<file path="config.mk">
export PLATFORM = sky130hd
export DESIGN_NAME = arpbsc_ctrl
export DESIGN_NICKNAME = d
export VERILOG_FILES = /design/src/rtl/arpbsc_pkg.sv /design/src/rtl/arpbsc_ctrl.sv
export SDC_FILE = /design/constraint.sdc
export NUM_CORES = 1
export LEC_CHECK = 0
export ABC_AREA = 1
export BUFFER_PORTS_ARGS = -buffer_cell sky130_fd_sc_hd__buf_4
export CAP_MARGIN = 10
export CORE_AREA = 2 2 39 41
export DETAILED_ROUTE_END_ITERATION = 10
export DIE_AREA = 0 0 41 43
export SETUP_SLACK_MARGIN = 0.5
export SLEW_MARGIN = 40
export SYNTH_ARGS = -nofsm -noshare
export SYNTH_HDL_FRONTEND = slang
export SYNTH_SLANG_ARGS = --single-unit
export TNS_END_PERCENT = 10
</file>
<file path="constraint.sdc">
create_clock -name clk -period 2.19 [get_ports clk]
set_clock_uncertainty 0.05 [all_clocks]
set_input_delay 0.438 -clock clk [delete_from_list [all_inputs] [get_ports clk]]
set_output_delay 0.438 -clock clk [all_outputs]
set_load 0.01 [all_outputs]
</file>
<file path="src/rtl/arpbsc_pkg.sv">
// Shared types and constants for the ARP sender binding check.
`default_nettype none

package arpbsc_pkg;

  localparam int TABLE_ENTRIES_DEFAULT = 64;

  localparam int ETYPE_W = 16;
  localparam int IP_W    = 32;
  localparam int MAC_W   = 48;
  localparam int SLOT_W  = 6;
  localparam int ENTRY_W = IP_W + MAC_W;

  localparam logic [ETYPE_W-1:0] ARP_ETHERTYPE_RESET = 16'h0806;

  // Register map: byte address bit 2 selects the register word.
  localparam int  PADDR_W            = 3;
  localparam logic REG_IDX_ETHERTYPE = 1'b0;

  typedef enum logic [2:0] {
    VERDICT_NOT_ARP    = 3'd0,
    VERDICT_LEARNED    = 3'd1,
    VERDICT_CONSISTENT = 3'd2,
    VERDICT_SPOOF      = 3'd3,
    VERDICT_FULL       = 3'd4
  } verdict_t;

  typedef struct packed {
    logic     load;
    logic     scan_clear;
    logic     scan_step;
    logic     write_learn;
    logic     write_spoof;
    logic     emit;
    verdict_t verdict_code;
  } ctrl_cmd_t;

  typedef struct packed {
    logic is_arp;
    logic hit;
    logic mac_same;
    logic scan_end;
    logic full;
  } dp_status_t;

endpackage

`default_nettype wire

</file>
<file path="src/rtl/arpbsc_ctrl.sv">
// Sequencing state machine for the binding check.
`default_nettype none

module arpbsc_ctrl (
  input  wire logic                   clk,
  input  wire logic                   rst,
  input  wire logic                   start,
  input  wire arpbsc_pkg::dp_status_t status,
  output arpbsc_pkg::ctrl_cmd_t       cmd,
  output logic                        busy,
  output logic                        done
);

  typedef enum logic [1:0] {
    ST_IDLE,
    ST_CHECK,
    ST_SCAN
  } state_t;

  state_t state;
  state_t state_next;
  logic   done_next;

  always_comb begin
    state_next       = state;
    done_next        = 1'b0;
    cmd.load         = 1'b0;
    cmd.scan_clear   = 1'b0;
    cmd.scan_step    = 1'b0;
    cmd.write_learn  = 1'b0;
    cmd.write_spoof  = 1'b0;
    cmd.emit         = 1'b0;
    cmd.verdict_code = arpbsc_pkg::VERDICT_NOT_ARP;
    unique case (state)
      ST_IDLE: begin
        if (start) begin
          cmd.load   = 1'b1;
          state_next = ST_CHECK;
        end
      end
      ST_CHECK: begin
        if (!status.is_arp) begin
          cmd.emit         = 1'b1;
          cmd.verdict_code = arpbsc_pkg::VERDICT_NOT_ARP;
          done_next        = 1'b1;
          state_next       = ST_IDLE;
        end else begin
          cmd.scan_clear = 1'b1;
          state_next     = ST_SCAN;
        end
      end
      ST_SCAN: begin
        if (status.hit) begin
          cmd.emit   = 1'b1;
          done_next  = 1'b1;
          state_next = ST_IDLE;
          if (status.mac_same) begin
            cmd.verdict_code = arpbsc_pkg::VERDICT_CONSISTENT;
          end else begin
            cmd.write_spoof  = 1'b1;
            cmd.verdict_code = arpbsc_pkg::VERDICT_SPOOF;
          end
        end else if (status.scan_end) begin
          cmd.emit   = 1'b1;
          done_next  = 1'b1;
          state_next = ST_IDLE;
          if (status.full) begin
            cmd.verdict_code = arpbsc_pkg::VERDICT_FULL;
          end else begin
            cmd.write_learn  = 1'b1;
            cmd.verdict_code = arpbsc_pkg::VERDICT_LEARNED;
          end
        end else begin
          cmd.scan_step = 1'b1;
        end
      end
      default: begin
        state_next = ST_IDLE;
      end
    endcase
  end

  always_ff @(posedge clk) begin
    if (rst) begin
      state <= ST_IDLE;
      done  <= 1'b0;
    end else begin
      state <= state_next;
      done  <= done_next;
    end
  end

  assign busy = (state != ST_IDLE);

endmodule

`default_nettype wire

</file>
==> results summary, run 1 <==
Setup repair after global routing could not meet its margin everywhere. The remaining global-route overflow is 0. In this run the cell area measured after placement is 465 sq um.

Counting the fill cells in the layout gives 141. The die span in x is 41 um. The cell depth of the worst flop-to-flop path is 7. In this run the clock root is driven by a sky130_fd_sc_hd__clkbuf_4. After synthesis, the mean cell area works out to 6.00 sq um.

The antenna diode count came out at 0. The clock network accounts for 26.6% of the total power. The data required time of the critical path came out at 1700 ps. The final-report hold violation count was 0.

The floorplan die height came out at 43 um. The cell class contributing the biggest share of worst-path delay is flip-flops. Counting every net in the synthesized netlist gives 66. The worst slack at placement came out at 613 ps. The total wire length came out at 810 um.

The internal cell power is 0.232 mW. The flop and latch count out of synthesis is 3. The post-synthesis instance area came out at 318 sq um.

The worst setup path is captured at a primary output. The power per cell area is 629 nW/um^2. The share of Yosys cell area claimed by the top area cell type is 19.7%. The worst hold margin is 326 ps.

The number of hold buffers added after CTS was 0. The fraction of the cycle the final worst path needs is 77.7%. Dividing the detail-routed wire length by the instance count gives 8.62 um. The overall power of the completed layout came out at 0.375 mW. The total of warnings raised by yosys is 0.

The max-slew violation count came out at 0. The first-pass iteration count of the detailed router is 2. The worst hold path belongs to the class primary input to register. After the first detailed-routing iteration, the DRC count stood at 1. The cell at the slowest stage of the critical path is sky130_fd_sc_hd__dfxtp_4.

Sorting the synthesized cells by area gives the leading types as sky130_fd_sc_hd__ha_1 20%, sky130_fd_sc_hd__dfxtp_1 19%, sky130_fd_sc_hd__inv_1 14%, sky130_fd_sc_hd__nand2_1 13%, sky130_fd_sc_hd__nor2_1 11%. STA classifies the critical path startpoint as a register. The minimum period implied by the final worst setup slack is 1700 ps. TritonCTS built the clock tree.

At the end of routability-driven placement, the weighted congestion stood at 0.657. The slack of the critical path is 488 ps. With fillers left out, the area of the finished cells amounts to 597 sq um. The ratio of cells with drive above 1 in the final layout came out at 60.3%. The maximum single-stage delay on the critical path is 350 ps.

CTS saw 3 sinks. The count of standard-cell rows is 14. The share of total power in combinational logic came out at 53.2%. The synthesized netlist cell count is 53. Data on the critical path arrives at its endpoint at 1210 ps.

The detailed-route DRC error count is 0. The layout overhead on the synthesized area came out at 87.8%. The number of buffers inserted during clock tree synthesis came out at 3. The number of vias per cell after detailed routing is 4.02. The worst path buffer plus inverter count is 3. The number of different library cells used by synthesis comes to 13. The number of nets with antenna violations after routing is 0. The worst setup path category is register to primary output. The worst pin sits at a relative slew slack of 88.5%. The total negative setup slack is 0 ps. Summed over all nets, the half-perimeter wirelength after detailed placement is 597 um. The sequential cell fraction of total power is 20.2%. The number of nets in the layout came out at 92. The initial standard-cell utilization of the core came out at 23.0%. The flow ran to the end, and the final reports show no timing, DRC or antenna violations.

Pin placement for this block handled 19 I/O pins. After detailed placement, the design holds a cell count of 86. The number of maximum-capacitance violations is 0. The number of antenna violations at the first check in global routing is 0.

Across every metal layer, demand over resource in global routing totals 10.7%. The final count of negative-setup-slack endpoints is 0. The depth of the CTS H-tree is 1. Sequential cells were found to cover 18.9% of the synthesized design area.

The cell leakage power is 0.319 nW. The buffer depth of the longest clock path came out at 2. The total die area came out at 1760 sq um. At the pin with the least slew margin, the transition time is 173 ps. The area of the placeable core is 1380 sq um. The switching share of power is 38.3%. The number of non-filler instances in the completed layout is 94. The total number of vias came out at 378.

For this run, the top clock speed supported by timing is 587 MHz. The cell type with the largest total area after synthesis is sky130_fd_sc_hd__ha_1. Measured on the finished design, the core utilization comes to 43.1%. The clock network latency to the later pin of the worst-skew pair is 240 ps.

The register clock-pin slew on the reported worst setup and hold paths came out at 40 ps. The maximum number of pins on one net before global-route repair came out at 5. The first global-routing pass estimated 1270 um of wire.

The critical path goes through inv_4 > ha_4 > inv_2 > nor2_4 > a21oi_2 > nor2_1 > buf_4. IR analysis of the VDD net gives a maximum drop of 205 uV. The number of global-route vias before repair came out at 362. The critical path runs through a total of 7 cells. The analysis attributes to net switching a power of 0.144 mW. The number of cells on the worst hold path came out at 2. The maximum net fanout on the critical path came out at 3. Port buffering added 18 buffers.
[flip-flops by register name, indices dropped and copies added (netlist names)]
name,cells
done,1
state,2
[kinds of logic after synthesis]
family | synth area share (%)
fa+ha+maj | 19.7
buf+inv | 18.9
flops | 18.9
compound gates | 4.72
simple gates | 37.8
[timing repair]
| item | in CTS | in global routing |
|---|---|---|
| buffers inserted | 3 | 1 |
| gates resized for setup | 13 | 9 |
| pin swaps | 0 | 5 |
| endpoints found under the hold margin | 0 | 0 |
| gates cloned | 0 | 0 |
| setup endpoints to repair | 5 | 5 |
[cell usage after synthesis]
| cell type | instances |
|---|---|
| sky130_fd_sc_hd__nand2_1 | 11 |
| sky130_fd_sc_hd__o21ai_1 | 1 |
| sky130_fd_sc_hd__inv_2 | 2 |
| sky130_fd_sc_hd__a21oi_1 | 2 |
| sky130_fd_sc_hd__nor2_2 | 2 |
| sky130_fd_sc_hd__nor3_2 | 1 |
| sky130_fd_sc_hd__inv_1 | 12 |
| sky130_fd_sc_hd__nand2_2 | 2 |
| sky130_fd_sc_hd__dfxtp_1 | 3 |
| sky130_fd_sc_hd__nor2_1 | 9 |
| sky130_fd_sc_hd__ha_1 | 5 |
| sky130_fd_sc_hd__nor3_1 | 2 |
| sky130_fd_sc_hd__buf_4 | 1 |
[final cells by class]
cell class / count / area, sq um / share of cell area, %
timing repair buffer: 22 / 169 / 28.3
inverter: 14 / 57.6 / 9.64
sequential: 3 / 65.1 / 10.9
tap: 16 / 20.0 / 3.35
multi-input combinational: 35 / 259 / 43.4
clock buffer: 4 / 26.3 / 4.40
[power by group through the flow]
stage | sequential (mW) | combinational (mW) | clock [mW]
final | 0.0757 | 0.200 | 0.100
after global routing | 0.0767 | 0.223 | 0.110
after CTS | 0.0710 | 0.183 | 0.103
after detailed placement | 0.0686 | 0.147 | 0
after global placement | 0.0686 | 0.144 | 0
after floorplan | 0.0686 | 0.0933 | 0
[worst paths after layout]
kind	start	to	slack, ps
max reg2reg	state[1]	done	1030
min	rst	done	330
max	state[1]	cmd[3]	490
min reg2reg	state[0]	state[0]	670
[worst reg2reg max path, stage by stage (launching register included)]
cell and delay [ps]:
sky130_fd_sc_hd__dfxtp_4 360, sky130_fd_sc_hd__inv_4 50, sky130_fd_sc_hd__ha_4 150, sky130_fd_sc_hd__inv_2 60
sky130_fd_sc_hd__nor2_4 40, sky130_fd_sc_hd__buf_4 120, sky130_fd_sc_hd__a21oi_1 160, sky130_fd_sc_hd__nor3_2 50
[layer usage]
| layer | GRT usage, % | vias to the layer above | part of all wire [%] |
|---|---|---|---|
| met4 | 8.00 | 0 | 2.2 |
| li1 | - | 202 | - |
| met3 | 3.14 | 2 | 6.4 |
| met5 | 0 | - | 0 |
| met1 | 9.58 | 162 | 37 |
| met2 | 18.4 | 12 | 55 |
[placed cells by master (no fill, tap or decap), drive strengths merged]
cell type  count
buf           22
inv           14
nand2         13
nor2          11
ha             5
clkbuf         4
nor3           3
dfxtp          3
a21oi          2
o21ai          1
(Power assumes the default switching activity.)
==> run 2, diff against run 1 <==
Clock period 2.19 ns to 1.5 ns, I/O delays scaled along.
==> run 2 against run 1 <==
The run now ends with negative setup slack left. Worst hold slack got worse by 140 ps. Sequential share of layout area decreased by 0.90 points. Clock-buffer cell count unchanged. Clock power increased by 37%. Worst setup slack got worse by 510 ps. Design area increased by 15%. Cell count increased by 1.1%. Critical endpoint unchanged. Largest cell class unchanged.
==> results summary, run 2 (same netlist as run 1, synthesis figures left out) <==
The flow ran to the end, but the final reports show violations. The checks that failed: negative setup slack. The worst setup path is launched from a register. The data required time of the critical path was 1150 ps (-550 ps).

The power per cell area was 956 nW/um^2 (+52%). In the final layout, the registers with the most flip-flops are state: 2 flops, done: 1 flops. The initial standard-cell utilization of the core is 23.0% (unchanged). The overall power of the completed layout came out at 0.658 mW (+75%).

The final count of negative-setup-slack endpoints is 1 (+1). The placed wire-length estimate after detailed placement is 592 um (-0.87%). The depth of the CTS H-tree is 1 (unchanged). The critical path goes through inv_4 > ha_4 > inv_4 > nor2_4 > a21oi_2 > nor2_2 > buf_4.

The wire length of the first global-routing pass is 1240 um (-2.1%). The most critical setup path has its endpoint at cmd[3]. The actual slew at the worst max-slew pin came out at 168 ps (-4.63 ps). The depth of the critical timing path with buffers and inverters included came out at 7 (unchanged). The detailed-route DRC error count is 0 (unchanged). The number of nets with antenna violations after routing is 0 (unchanged). The worst setup path category is register to primary output. The CTS sink count came to 3 (unchanged). The count of standard-cell rows is 14 (unchanged).

The register clock-pin slew on the reported worst setup and hold paths came out at 30 ps (about the same). state holds more flip-flops than any other register. The post-route standard cell area excluding fillers is 688 sq um (+15%).

The cell leakage power came out at 0.331 nW (+3.8%). The type of the tightest min-delay check is primary input to register. The first-pass iteration count of the detailed router is 2 (unchanged).

Based on the critical path, the design can be clocked at up to 658 MHz. The maximum number of pins on one net before global-route repair is 5 (unchanged). The clock network latency to the later pin of the worst-skew pair is 230 ps (about the same). The cell class contributing the biggest share of worst-path delay is flip-flops. The number of flip-flops in the largest register is 2 (unchanged). The number of non-filler instances in the completed layout is 95 (+1.1%). The peak ir drop on the vdd network came out at 682 uV (+230%). The number of vias per cell after detailed routing is 4.20 (+4.4%). The area of the placeable core is 1380 sq um (unchanged). The number of nets in the layout came out at 93 (+1.1%).

The ratio of cells with drive above 1 in the final layout was 77.2% (+17 points). The number of cells on the worst hold path is 2 (unchanged). The remaining global-route overflow is 0 (unchanged). The buffer depth of the longest clock path came to 2 (unchanged). The worst slack at placement came out at 148 ps (-465 ps).

The average wire per cell in the routed design is 8.74 um (+1.4%). The total number of vias came to 399 (+5.6%). The violation count after the first detailed-route iteration is 6 (+5). The number of maximum-capacitance violations came out at 0 (unchanged).

The number of buffers inserted during clock tree synthesis is 3 (unchanged). The headroom to the max-slew limit came out at 88.8% (+0.31 points). The placer's final routability congestion estimate came out at 0.675 (+2.9%). The cell depth of the worst flop-to-flop path is 6 (-1).

The maximum single-stage delay on the critical path is 370 ps (+20 ps). The max-slew violation count came out at 0 (unchanged). The clock tree from TritonCTS is built. The fraction of the cycle the final worst path needs is 101%. The quantity of I/O buffers inserted on ports is 18 (unchanged). On the critical path, the stage with the largest delay is an instance of sky130_fd_sc_hd__dfxtp_4. The most common library cell in the layout ignoring fill and taps is sky130_fd_sc_hd__buf_4. The total wire length is 830 um (+2.5%). Setup repair after global routing could not meet its margin everywhere. The core utilization of the finished layout is 49.7% (+6.6 points). The endpoint identified for the worst register-to-register timing path is state[0].

The cell repeated most along the worst path is sky130_fd_sc_hd__inv_4. The minimum period implied by the final worst setup slack came out at 1520 ps. The maximum net fanout on the critical path came out at 3 (unchanged). The worst path buffer plus inverter count is 3 (unchanged). The floorplan die height was 43 um (unchanged). The number of global-route vias before repair was 322 (-11%). STA classifies the critical path endpoint as a primary output.

The slack of the critical path came out at -20.5 ps (-508 ps). The die span in x came out at 41 um (unchanged). The data arrival at the endpoint of the critical path is 1170 ps (-40 ps). The total die area is 1760 sq um (unchanged). The number of antenna violations at the first check in global routing is 0 (unchanged). The cell area reported after detailed placement was 510 sq um (+9.7%). The count of hold-fix buffers inserted at cts is 0 (unchanged). The cell count after placement is 86 (unchanged). The all-layer global routing usage was 11.3% (+0.60 points).

The final-report hold violation count is 0 (unchanged). The beginning of the worst register-to-register path is state[1]. Clock tree synthesis selected as its root buffer the cell sky130_fd_sc_hd__clkbuf_4. The antenna diode count came out at 0 (unchanged).

The setup slack of the most critical reg-to-reg path was 400 ps (-630 ps). The library cells used most frequently in the layout, excluding fill and tap cells, are 17 x sky130_fd_sc_hd__buf_4, 8 x sky130_fd_sc_hd__nand2_1, 6 x sky130_fd_sc_hd__inv_2, 6 x sky130_fd_sc_hd__buf_6. The layout overhead on the synthesized area came out at 117%.

The top-level port count came out at 19 (unchanged). The critical path startpoint is state[1].
[run 2: layout make-up]
class / instances / area, sq um
inverters: 14 / 65.1
clock buffers: 4 / 26.3
multi-input cells: 35 / 313
well taps: 16 / 20.0
fillers: 132 / 696
repair buffers: 23 / 195
flip-flops and latches: 3 / 68.8
[run 2: how the worst min path moves through the flow]
stage / end / start / slack, ps
final: done / rst / 180
after global routing: done / rst / 170
after CTS: done / rst / 180
after detailed placement: done / rst / 430
after global placement: done / rst / 430
after floorplan: done / rst / 320
[run 2: what timing repair did]
| item | 4_1_cts | 5_1_grt |
|---|---|---|
| endpoints found under the hold margin | 0 | 0 |
| setup endpoints to repair | 14 | 14 |
| setup buffers | 4 | 1 |
| gates resized for setup | 24 | 10 |
| pin swaps | 7 | 7 |
[run 2: worst register-to-register path, cell delays in order, from the launching register on]
cell and delay [ps]:
sky130_fd_sc_hd__dfxtp_4 370, sky130_fd_sc_hd__inv_4 50, sky130_fd_sc_hd__buf_4 130, sky130_fd_sc_hd__buf_6 110, sky130_fd_sc_hd__ha_4 160, sky130_fd_sc_hd__nor2_4 100
sky130_fd_sc_hd__nor2_2 30
[run 2: power breakdown]
group / internal [mW] / total [mW] / switching [mW] / leakage, nW
Clock: 0.0994 / 0.137 / 0.0380 / 0.0150
Sequential: 0.0971 / 0.116 / 0.0191 / 0.0264
Combinational: 0.209 / 0.404 / 0.195 / 0.289
Total: 0.406 / 0.658 / 0.252 / 0.331
[run 2: metrics by stage]
step	hold slack, ps	setup TNS, ps
after floorplan	321	0
after global placement	429	0
after detailed placement	427	0
after CTS	179	-42.8
after global routing	168	-287
final	181	-20.5
[run 2: metal layers]
layer	GRT usage [%]	vias up	wire [um]
met5	0	-	0
met4	6.00	0	8
met3	9.42	2	85
met2	16.3	14	427
met1	10.9	177	308
li1	-	206	-
